<file path="config.mk">
export PLATFORM = sky130hd
export DESIGN_NAME = tnks_cell
export DESIGN_NICKNAME = d
export VERILOG_FILES = /design/src/rtl/core/tnks_pkg.sv /design/src/rtl/core/tnks_cell.sv
export SDC_FILE = /design/constraint.sdc
export NUM_CORES = 1
export LEC_CHECK = 0
export BUFFER_PORTS_ARGS = -buffer_cell sky130_fd_sc_hd__buf_2
export CORE_MARGIN = 5
export CORE_UTILIZATION = 40
export DETAILED_ROUTE_END_ITERATION = 7
export GPL_TIMING_DRIVEN = 0
export PLACE_DENSITY = 0.73
export SKIP_CTS_REPAIR_TIMING = 1
export SKIP_LAST_GASP = 1
export SLEW_MARGIN = 10
export SYNTH_ARGS = -nofsm -noshare
export SYNTH_HDL_FRONTEND = slang
export SYNTH_SLANG_ARGS = --single-unit
</file>
<file path="constraint.sdc">
create_clock -name clk -period 5.1 [get_ports clk]
set_clock_uncertainty 0.1 [all_clocks]
set_input_delay 0.765 -clock clk [delete_from_list [all_inputs] [get_ports clk]]
set_output_delay 0.765 -clock clk [all_outputs]
set_load 0.005 [all_outputs]
</file>
<file path="src/rtl/core/tnks_pkg.sv">
// tnks_pkg: shared types and codes for the top-n key selector
// holds the per-cycle cell command and the config register constants
// no dependencies
package tnks_pkg;

    // command broadcast to every cell of the sorted row
    localparam logic [1:0] MODE_HOLD    = 2'd0;
    localparam logic [1:0] MODE_INSERT  = 2'd1;
    localparam logic [1:0] MODE_REPLACE = 2'd2;
    localparam logic [1:0] MODE_POP     = 2'd3;

    typedef struct packed {
        logic [1:0] mode;
    } cell_ctrl_t;

    // config register map
    localparam int          CFG_DATA_BITS = 32;
    localparam int          CAP_BITS      = 9;
    localparam logic        REG_CAPACITY  = 1'b0;
    localparam int unsigned CAP_RESET     = 256;

endpackage

</file>
<file path="src/rtl/core/tnks_cell.sv">
// tnks_cell: one slot of the sorted entry row
// holds one key/tag pair, compares it to the incoming entry and shifts with its neighbors
// depends on tnks_pkg
module tnks_cell #(
    parameter int KEY_BITS = 31,
    parameter int TAG_BITS = 16,
    parameter int CNT_W    = 9,
    parameter int INDEX    = 0
) (
    input  logic                clk,
    input  tnks_pkg::cell_ctrl_t ctrl,
    input  logic [CNT_W-1:0]    count,
    input  logic [KEY_BITS-1:0] new_key,
    input  logic [TAG_BITS-1:0] new_tag,
    input  logic [KEY_BITS-1:0] left_key,
    input  logic [TAG_BITS-1:0] left_tag,
    input  logic                left_lt,
    input  logic [KEY_BITS-1:0] right_key,
    input  logic [TAG_BITS-1:0] right_tag,
    input  logic                right_lt,
    output logic [KEY_BITS-1:0] key,
    output logic [TAG_BITS-1:0] tag,
    output logic                lt
);
    import tnks_pkg::*;

    logic [KEY_BITS-1:0] key_reg;
    logic [KEY_BITS-1:0] key_next;
    logic [TAG_BITS-1:0] tag_reg;
    logic [TAG_BITS-1:0] tag_next;
    logic                valid;

    // slot holds a live entry when it sits below the fill count
    assign valid = CNT_W'(INDEX) < count;

    // live entry orders before the incoming one (key, then tag)
    assign lt = valid && ((key_reg < new_key) || ((key_reg == new_key) && (tag_reg < new_tag)));

    // pick from self, neighbors or the incoming entry
    always_comb
    begin
        key_next = key_reg;
        tag_next = tag_reg;
        case (ctrl.mode)
            MODE_INSERT:
            begin
                if (!lt)
                begin
                    if (left_lt)
                    begin
                        key_next = new_key;
                        tag_next = new_tag;
                    end
                    else
                    begin
                        key_next = left_key;
                        tag_next = left_tag;
                    end
                end
            end
            MODE_REPLACE:
            begin
                if (right_lt)
                begin
                    key_next = right_key;
                    tag_next = right_tag;
                end
                else if (lt)
                begin
                    key_next = new_key;
                    tag_next = new_tag;
                end
            end
            MODE_POP:
            begin
                key_next = right_key;
                tag_next = right_tag;
            end
            default:
            begin
                key_next = key_reg;
                tag_next = tag_reg;
            end
        endcase
    end

    // entry storage
    always_ff @(posedge clk)
    begin
        key_reg <= key_next;
        tag_reg <= tag_next;
    end

    assign key = key_reg;
    assign tag = tag_reg;

endmodule

</file>
==> run_summary.xml, run 1 <==
<?xml version="1.0" encoding="UTF-8"?>
<metrics>
  <group name="finish">
    <metric name="drive_above_1_share" unit="%">32.6</metric>
    <metric name="largest_register_ff_count" unit="">31</metric>
    <metric name="nNetsFinal" unit="">848</metric>
    <metric name="fill_cells" unit="">852</metric>
    <metric name="area_growth_syn_to_layout" unit="%">33.5</metric>
    <metric name="utilization" unit="%">54.5</metric>
    <metric name="antenna-diode-count" unit="">0</metric>
  </group>
  <group name="setup_path">
    <metric name="worst_ep_arrival_time" unit="ns">2.84</metric>
    <metric name="cp_data_required_time" unit="ns">4.24</metric>
    <metric name="critical-path-slowest-cell" unit="">or4_1</metric>
    <metric name="worstSetupPathDepth" unit="">9</metric>
    <metric name="timing.critical_path.max_delay_family" unit="">simple AND/OR/NAND/NOR gates</metric>
    <metric name="end_kind" unit="">output pin</metric>
    <metric name="start_kind" unit="">primary input</metric>
    <metric name="critical_path_cell_list" unit="">buf_2 &gt; inv_1 &gt; ha_1 &gt; nand4_1 &gt; or4_1 &gt; a31oi_1 &gt; nand4b_1 &gt; nand2_1 &gt; buf_2</metric>
    <metric name="critPathMostFrequentCell" unit="">buf_2</metric>
    <metric name="r2r_cells" unit="">7</metric>
    <metric name="worst-path-buf-inv" unit="">3</metric>
    <metric name="worstPathMaxFanout" unit="">4</metric>
    <metric name="crit_type" unit="">primary input to output pin</metric>
    <metric name="critical-path-max-stage-delay" unit="ns">0.64</metric>
  </group>
  <group name="yosys">
    <metric name="netlist_top_cells_count" unit="">nand2_1 (62), edfxtp_1 (47), inv_1 (47), nor2_1 (47), ha_1 (46)</metric>
    <metric name="async_reset_ff_share" unit="%">0</metric>
    <metric name="synth_area_leaders" unit="">edfxtp_1 (38%), ha_1 (15%), a211oi_1 (6.2%), nand2_1 (6.2%), a31oi_1 (5.0%)</metric>
    <metric name="synth_top_area_share" unit="%">37.6</metric>
    <metric name="post-synth-top-count-cell" unit="">nand2_1</metric>
    <metric name="synth-main-ff-cell" unit="">edfxtp_1</metric>
    <metric name="synthDistinctLibCells" unit="">33</metric>
    <metric name="synth_fp_nets" unit="">640</metric>
    <metric name="synth_cell_area" unit="sq mm">0.00376</metric>
    <metric name="postSynthAreaPerCell" unit="sq um">8.56</metric>
    <metric name="synth_seq_area_share" unit="%">37.6</metric>
    <metric name="number_of_instances_in_the_synthesized_netlist" unit="">439</metric>
    <metric name="yosysWarningCount" unit="">0</metric>
    <metric name="number_of_enable_flip_flop_cells_after_synthesis" unit="">47</metric>
    <metric name="number_of_register_bits_inferred_by_synthesis" unit="">47</metric>
    <metric name="synth_largest_area_cell" unit="">edfxtp_1</metric>
  </group>
  <group name="detailed_routing">
    <metric name="number_of_nets_with_antenna_violations_after_detailed_routing" unit="">0</metric>
    <metric name="routed_wire_length_per_instance" unit="um">17.4</metric>
    <metric name="first_pass_iters" unit="">5</metric>
    <metric name="vias_per_cell" unit="">5.41</metric>
    <metric name="initialDrtViolationCount" unit="">186</metric>
    <metric name="remaining_drc_errors" unit="">0</metric>
    <metric name="wire_length_after_detailed_routing" unit="mm">13.2</metric>
    <metric name="count_of_vias_placed_by_the_detailed_router" unit="">4098</metric>
  </group>
  <group name="worst_hold_path">
    <metric name="hold_path.class" unit="">primary input to flop</metric>
    <metric name="whs_path_depth" unit="">3</metric>
  </group>
  <group name="sta">
    <metric name="timing.final.crit_period" unit="ns">3.71</metric>
    <metric name="final.setup.worst_slack" unit="ns">1.39</metric>
    <metric name="grt_setup_unrepaired" unit="">no</metric>
    <metric name="final-max-slew-violation-count" unit="">0</metric>
    <metric name="hold_viol" unit="">0</metric>
    <metric name="worst_slew_margin_rel" unit="%">48.9</metric>
    <metric name="max_slew.worst_pin.slew" unit="ns">0.763</metric>
    <metric name="worst_hold_slack" unit="ns">0.681</metric>
    <metric name="min_period_over_period" unit="%">72.7</metric>
    <metric name="fmax" unit="MHz">270</metric>
    <metric name="setup_tns" unit="ns">0</metric>
    <metric name="finalSetupViolCount" unit="">0</metric>
  </group>
  <group name="placement">
    <metric name="io_buffer_count" unit="">201</metric>
    <metric name="globalplace.congestion" unit="">0.890</metric>
    <metric name="worst_setup_slack_before_clock_tree_synthesis" unit="ns">1.24</metric>
    <metric name="detailedPlacementHpwl" unit="mm">10.8</metric>
  </group>
  <group name="power_and_ir_drop">
    <metric name="cell_internal_pwr" unit="mW">0.818</metric>
    <metric name="total_power_divided_by_cell_area" unit="mW/mm^2">240</metric>
    <metric name="switching_share" unit="%">32.0</metric>
    <metric name="p_leak" unit="nW">2.43</metric>
    <metric name="vdd_drop_max" unit="mV">0.108</metric>
    <metric name="power.sequential.fraction" unit="%">44.1</metric>
    <metric name="clockPowerShare" unit="%">23.3</metric>
    <metric name="power.net_switching" unit="mW">0.384</metric>
    <metric name="comb_power_share" unit="%">32.7</metric>
  </group>
  <group name="grt">
    <metric name="grt_pass1_vias" unit="">4104</metric>
    <metric name="grt_pass1_wl" unit="mm">20.2</metric>
    <metric name="track_usage" unit="%">22.4</metric>
    <metric name="grt_start_max_net_pins" unit="">48</metric>
    <metric name="grt_overflow_total" unit="">0</metric>
    <metric name="antenna_found_initial" unit="">0</metric>
  </group>
  <group name="floorplan">
    <metric name="die_width" unit="um">107</metric>
    <metric name="num_io_pins" unit="">203</metric>
    <metric name="die_area" unit="sq mm">0.0114</metric>
    <metric name="die_height" unit="um">107</metric>
    <metric name="core.rowCount" unit="">35</metric>
    <metric name="initial_utilization" unit="%">40.9</metric>
    <metric name="placeableCoreArea" unit="sq mm">0.00920</metric>
  </group>
  <group name="clock_network">
    <metric name="clk_sink_count" unit="">47</metric>
    <metric name="clockRootBuffer" unit="">clkbuf_8</metric>
    <metric name="clock_tree_buf_depth" unit="">2</metric>
    <metric name="clkTransAtPathRegs" unit="ns">0.09</metric>
    <metric name="htree_num_levels" unit="">2</metric>
    <metric name="tritoncts.num_buffers" unit="">5</metric>
    <metric name="clock_insertion_delay_worst_skew" unit="ns">0.31</metric>
    <metric name="clock_tree_from_tritoncts" unit="">done</metric>
  </group>
  <group name="run_status">
    <metric name="outcome" unit="">complete, no violations</metric>
  </group>
  <group name="flow_run">
    <metric name="timing.max_cap.violations" unit="">0</metric>
  </group>
</metrics>
## area by class of cell
class / instances / area, sq um / share of cell area [%]
tap: 111 / 139 / 2.77
timing repair buffer: 201 / 1010 / 20.1
clock buffer: 6 / 72.6 / 1.45
buffer: 23 / 86.3 / 1.72
inverter: 47 / 176 / 3.52
multi-input combinational: 322 / 2090 / 41.8
clock inverter: 1 / 30.0 / 0.599
sequential: 47 / 1410 / 28.1
## kinds of logic after synthesis
group	synth area share [%]
multiplexers	0.266
AND/OR/NAND/NOR	19.9
buffers and inverters	6.99
adder cells (fa/ha/maj)	15.3
flip-flops	37.6
AO/OA/AOI/OAI	19.9
## path summary, 6_finish.rpt
path	from	end	slack, ns
worst max-delay path	new_key[30]	lt	1.39
worst min-delay path	right_key[29]	key[29]$_DFFE_PP_	0.68
worst max register to register	key[30]$_DFFE_PP_	key[19]$_DFFE_PP_	1.68
worst min register to register	key[14]$_DFFE_PP_	key[0]$_DFFE_PP_	1.49
## per-layer routing
metal	track usage, %	vias to the layer above	wire [um]
met2	39.0	235	6360
met1	26.3	1833	5160
li1	-	2007	-
met5	0	-	0
met3	6.92	23	1440
met4	7.40	0	248
## power groups by stage
stage / sequential [mW] / clock (mW) / combinational [mW]
3_5_place_dp: 0.539 / 0 / 0.395
5_1_grt: 0.536 / 0.301 / 0.443
2_1_floorplan: 0.539 / 0 / 0.198
6_report: 0.530 / 0.280 / 0.393
4_1_cts: 0.530 / 0.286 / 0.397
3_3_place_gp: 0.541 / 0 / 0.380
## layout by cell type, fill, tap and decap left out, types with 2 or more instances in the layout
cell	synthesis	layout
clkbuf_8	0	5
a2111oi_0	2	2
o211ai_1	2	2
a21o_1	3	3
or4_1	3	3
nand3_1	5	5
a31oi_1	30	30
inv_1	47	47
nor2_1	47	47
edfxtp_1	47	47
nand4_1	8	8
o22ai_1	20	20
o21ai_0	4	4
o21a_1	3	3
clkbuf_1	22	23
or2_2	3	3
a21oi_1	12	12
nand2_1	62	62
ha_1	46	46
buf_2	0	201
a211oi_1	31	31
nor2b_1	28	28
nand2b_1	2	2
## metrics by stage
step | instance area [sq um] | std cells | total power, mW
6_report | 5020 | 758 | 1.20
5_1_grt | 5020 | 758 | 1.28
3_5_place_dp | 4910 | 751 | 0.934
4_1_cts | 5020 | 758 | 1.21
3_3_place_gp | 4900 | 751 | 0.921
2_1_floorplan | 3760 | 439 | 0.737
## worst register-to-register path, stage by stage (launching register included)
cell      delay (ns)
edfxtp_1        0.44
ha_1            0.31
nand4_1         0.21
or4_1           0.64
a31oi_1         0.29
nand4b_1        0.25
o211ai_1        0.18
a32o_4          0.60
(Power assumes the default switching activity.)
==> run 2: changes to the inputs <==
--- a/config.mk
+++ b/config.mk
@@ -10,7 +10,7 @@
 export CORE_UTILIZATION = 40
 export DETAILED_ROUTE_END_ITERATION = 7
 export GPL_TIMING_DRIVEN = 0
-export PLACE_DENSITY = 0.73
+export PLACE_DENSITY = 0.76
 export SKIP_CTS_REPAIR_TIMING = 1
 export SKIP_LAST_GASP = 1
 export SLEW_MARGIN = 10
==> constraint.sdc (replaced) <==
create_clock -name clk -period 3.4 [get_ports clk]
set_clock_uncertainty 0.1 [all_clocks]
set_input_delay 0.51 -clock clk [delete_from_list [all_inputs] [get_ports clk]]
set_output_delay 0.51 -clock clk [all_outputs]
set_load 0.005 [all_outputs]
==> run 2 against run 1 <==
Effect of this change:
- clock-buffer cell count shrank 1
- clock power rose by 21%
- first-iteration DRC count shrank 12%
- combinational power up 58%
- critical path type is now flop to output pin
- cell count rose by 0.66%
- sequential power up 50%
- largest power group unchanged
- flip-flop and latch count did not move
- non-clock buffer count grew 3
- worst hold slack got worse by 0.25 ns
- via count up 0.54%
==> run_summary.xml, run 2 (synthesis gave the netlist of run 1 again) <==
<?xml version="1.0" encoding="UTF-8"?>
<metrics>
  <group name="placement">
    <metric name="placed_cells" unit="">751</metric>
    <metric name="globalplace.congestion" unit="">0.860</metric>
    <metric name="placement.cell_area" unit="sq mm">0.00491</metric>
    <metric name="io_buffer_count" unit="">201</metric>
    <metric name="detailedPlacementHpwl" unit="mm">10.7</metric>
    <metric name="worst_setup_slack_before_clock_tree_synthesis" unit="ns">-0.135</metric>
  </group>
  <group name="finish">
    <metric name="largest_register_ff_count" unit="">31</metric>
    <metric name="layout_common_cells" unit="">buf_2 (201), nand2_1 (62), inv_1 (47), nor2_1 (47), edfxtp_1 (47)</metric>
    <metric name="area_of_the_multi_input_gates" unit="sq mm">0.00215</metric>
    <metric name="fill_cells" unit="">894</metric>
    <metric name="drive_above_1_share" unit="%">33.4</metric>
    <metric name="fin_cells" unit="">763</metric>
    <metric name="area.sequential" unit="sq mm">0.00141</metric>
    <metric name="utilization" unit="%">55.1</metric>
    <metric name="final_common_cell" unit="">buf_2</metric>
    <metric name="area_growth_syn_to_layout" unit="%">34.9</metric>
    <metric name="fin_area" unit="sq mm">0.00507</metric>
    <metric name="nNetsFinal" unit="">854</metric>
    <metric name="antenna-diode-count" unit="">0</metric>
  </group>
  <group name="grt">
    <metric name="grt_pass1_wl" unit="mm">20.2</metric>
    <metric name="antenna_found_initial" unit="">0</metric>
    <metric name="grt_start_max_net_pins" unit="">48</metric>
    <metric name="track_usage" unit="%">22.3</metric>
    <metric name="grt_overflow_total" unit="">0</metric>
    <metric name="grt_pass1_vias" unit="">4133</metric>
  </group>
  <group name="sta">
    <metric name="hold_viol" unit="">0</metric>
    <metric name="fmax" unit="MHz">312</metric>
    <metric name="min_period_over_period" unit="%">94.2</metric>
    <metric name="max_slew.worst_pin.slew" unit="ns">0.835</metric>
    <metric name="worst_hold_slack" unit="ns">0.434</metric>
    <metric name="finalSetupViolCount" unit="">0</metric>
    <metric name="final-max-slew-violation-count" unit="">0</metric>
    <metric name="setup_tns" unit="ns">0</metric>
    <metric name="final.setup.worst_slack" unit="ns">0.198</metric>
    <metric name="worst_slew_margin_rel" unit="%">44.1</metric>
    <metric name="timing.final.crit_period" unit="ns">3.20</metric>
  </group>
  <group name="detailed_routing">
    <metric name="first_pass_iters" unit="">5</metric>
    <metric name="wire_length_after_detailed_routing" unit="mm">13.9</metric>
    <metric name="count_of_vias_placed_by_the_detailed_router" unit="">4120</metric>
    <metric name="remaining_drc_errors" unit="">0</metric>
    <metric name="routed_wire_length_per_instance" unit="um">18.2</metric>
    <metric name="initialDrtViolationCount" unit="">163</metric>
    <metric name="vias_per_cell" unit="">5.40</metric>
    <metric name="number_of_nets_with_antenna_violations_after_detailed_routing" unit="">0</metric>
  </group>
  <group name="flow_run">
    <metric name="timing.max_cap.violations" unit="">0</metric>
  </group>
  <group name="floorplan">
    <metric name="core.rowCount" unit="">35</metric>
    <metric name="die_area" unit="sq mm">0.0114</metric>
    <metric name="die_width" unit="um">107</metric>
    <metric name="num_io_pins" unit="">203</metric>
    <metric name="initial_utilization" unit="%">40.9</metric>
    <metric name="die_height" unit="um">107</metric>
    <metric name="placeableCoreArea" unit="sq mm">0.00920</metric>
  </group>
  <group name="worst_hold_path">
    <metric name="whs_path_depth" unit="">3</metric>
    <metric name="worst_hold_startpoint" unit="">right_key[13]</metric>
    <metric name="hold_path.class" unit="">primary input to flop</metric>
    <metric name="worst_hold_path.endpoint" unit="">key[13]$_DFFE_PP_</metric>
  </group>
  <group name="setup_path">
    <metric name="worstPathMaxFanout" unit="">4</metric>
    <metric name="crit_type" unit="">flop to output pin</metric>
    <metric name="start_kind" unit="">flop</metric>
    <metric name="cp_data_required_time" unit="ns">2.79</metric>
    <metric name="r2r-end" unit="">key[8]$_DFFE_PP_</metric>
    <metric name="end_kind" unit="">output pin</metric>
    <metric name="r2r_cells" unit="">8</metric>
    <metric name="worst_ep_arrival_time" unit="ns">2.59</metric>
    <metric name="timing.rr.start" unit="">key[30]$_DFFE_PP_</metric>
    <metric name="worst-r2r-setup-slack" unit="ns">0.27</metric>
    <metric name="startpoint" unit="">key[30]$_DFFE_PP_</metric>
  </group>
  <group name="clock_network">
    <metric name="clkTransAtPathRegs" unit="ns">0.09</metric>
    <metric name="tritoncts.num_buffers" unit="">5</metric>
    <metric name="clk_sink_count" unit="">47</metric>
    <metric name="clock_tree_from_tritoncts" unit="">done</metric>
    <metric name="clock_insertion_delay_worst_skew" unit="ns">0.30</metric>
    <metric name="clockRootBuffer" unit="">clkbuf_8</metric>
    <metric name="clock_tree_buf_depth" unit="">2</metric>
    <metric name="htree_num_levels" unit="">2</metric>
  </group>
  <group name="power_and_ir_drop">
    <metric name="p_leak" unit="nW">2.44</metric>
    <metric name="total_power_divided_by_cell_area" unit="mW/mm^2">346</metric>
    <metric name="power.total" unit="mW">1.75</metric>
    <metric name="vdd_drop_max" unit="mV">0.181</metric>
  </group>
  <group name="run_status">
    <metric name="outcome" unit="">complete, no violations</metric>
  </group>
</metrics>
==> run 2: changes by cell type in the layout (fill, tap and decap cells not counted), sizes merged <==
cell	delta
a32o	+3
bufinv	-1
buf	+3
clkbuf	-1
clkinvlp	+1
==> run 2: routing by layer <==
layer,vias to the layer above,global-route usage [%],share of wire [%]
met5,-,0,0
met4,0,4.29,0.60
met3,8,6.50,9.4
met2,188,40.6,50
met1,1893,26.1,40
li1,2031,-,-
==> run 2: how the worst max path moves through the flow <==
stage               cells after the start                 to  slack (ns)
floorplan                               8   key[0]$_DFFE_PP_        0.27
global placement                        9   key[9]$_DFFE_PP_       -0.55
detailed placement                      9  key[22]$_DFFE_PP_       -0.14
CTS                                     7  tag[15]$_DFFE_PP_        0.08
global route                            7                 lt     -0.0006
finish                                  7                 lt        0.20
==> run 2: cell type report <==
| class | instances | area share (%) |
|---|---|---|
| multi-input cells | 325 | 42.4 |
| inverters | 47 | 3.48 |
| plain buffers | 23 | 1.70 |
| clock inverters | 1 | 0.148 |
| well taps | 111 | 2.74 |
| clock buffers | 5 | 1.36 |
| flip-flops and latches | 47 | 27.8 |
| repair buffers | 204 | 20.3 |
==> run 2: power breakdown <==
group          internal, mW  switching (mW)
Sequential            0.747          0.0464
Combinational         0.278           0.342
Clock                 0.138           0.201
==> run 2: critical path, cell delays in order (launching register included) <==
cell      delay [ns]
edfxtp_1        0.44
ha_1            0.31
nand4_1         0.19
or4_1           0.62
a31oi_1         0.25
nand4b_1        0.22
nand2_1         0.13
buf_2           0.13
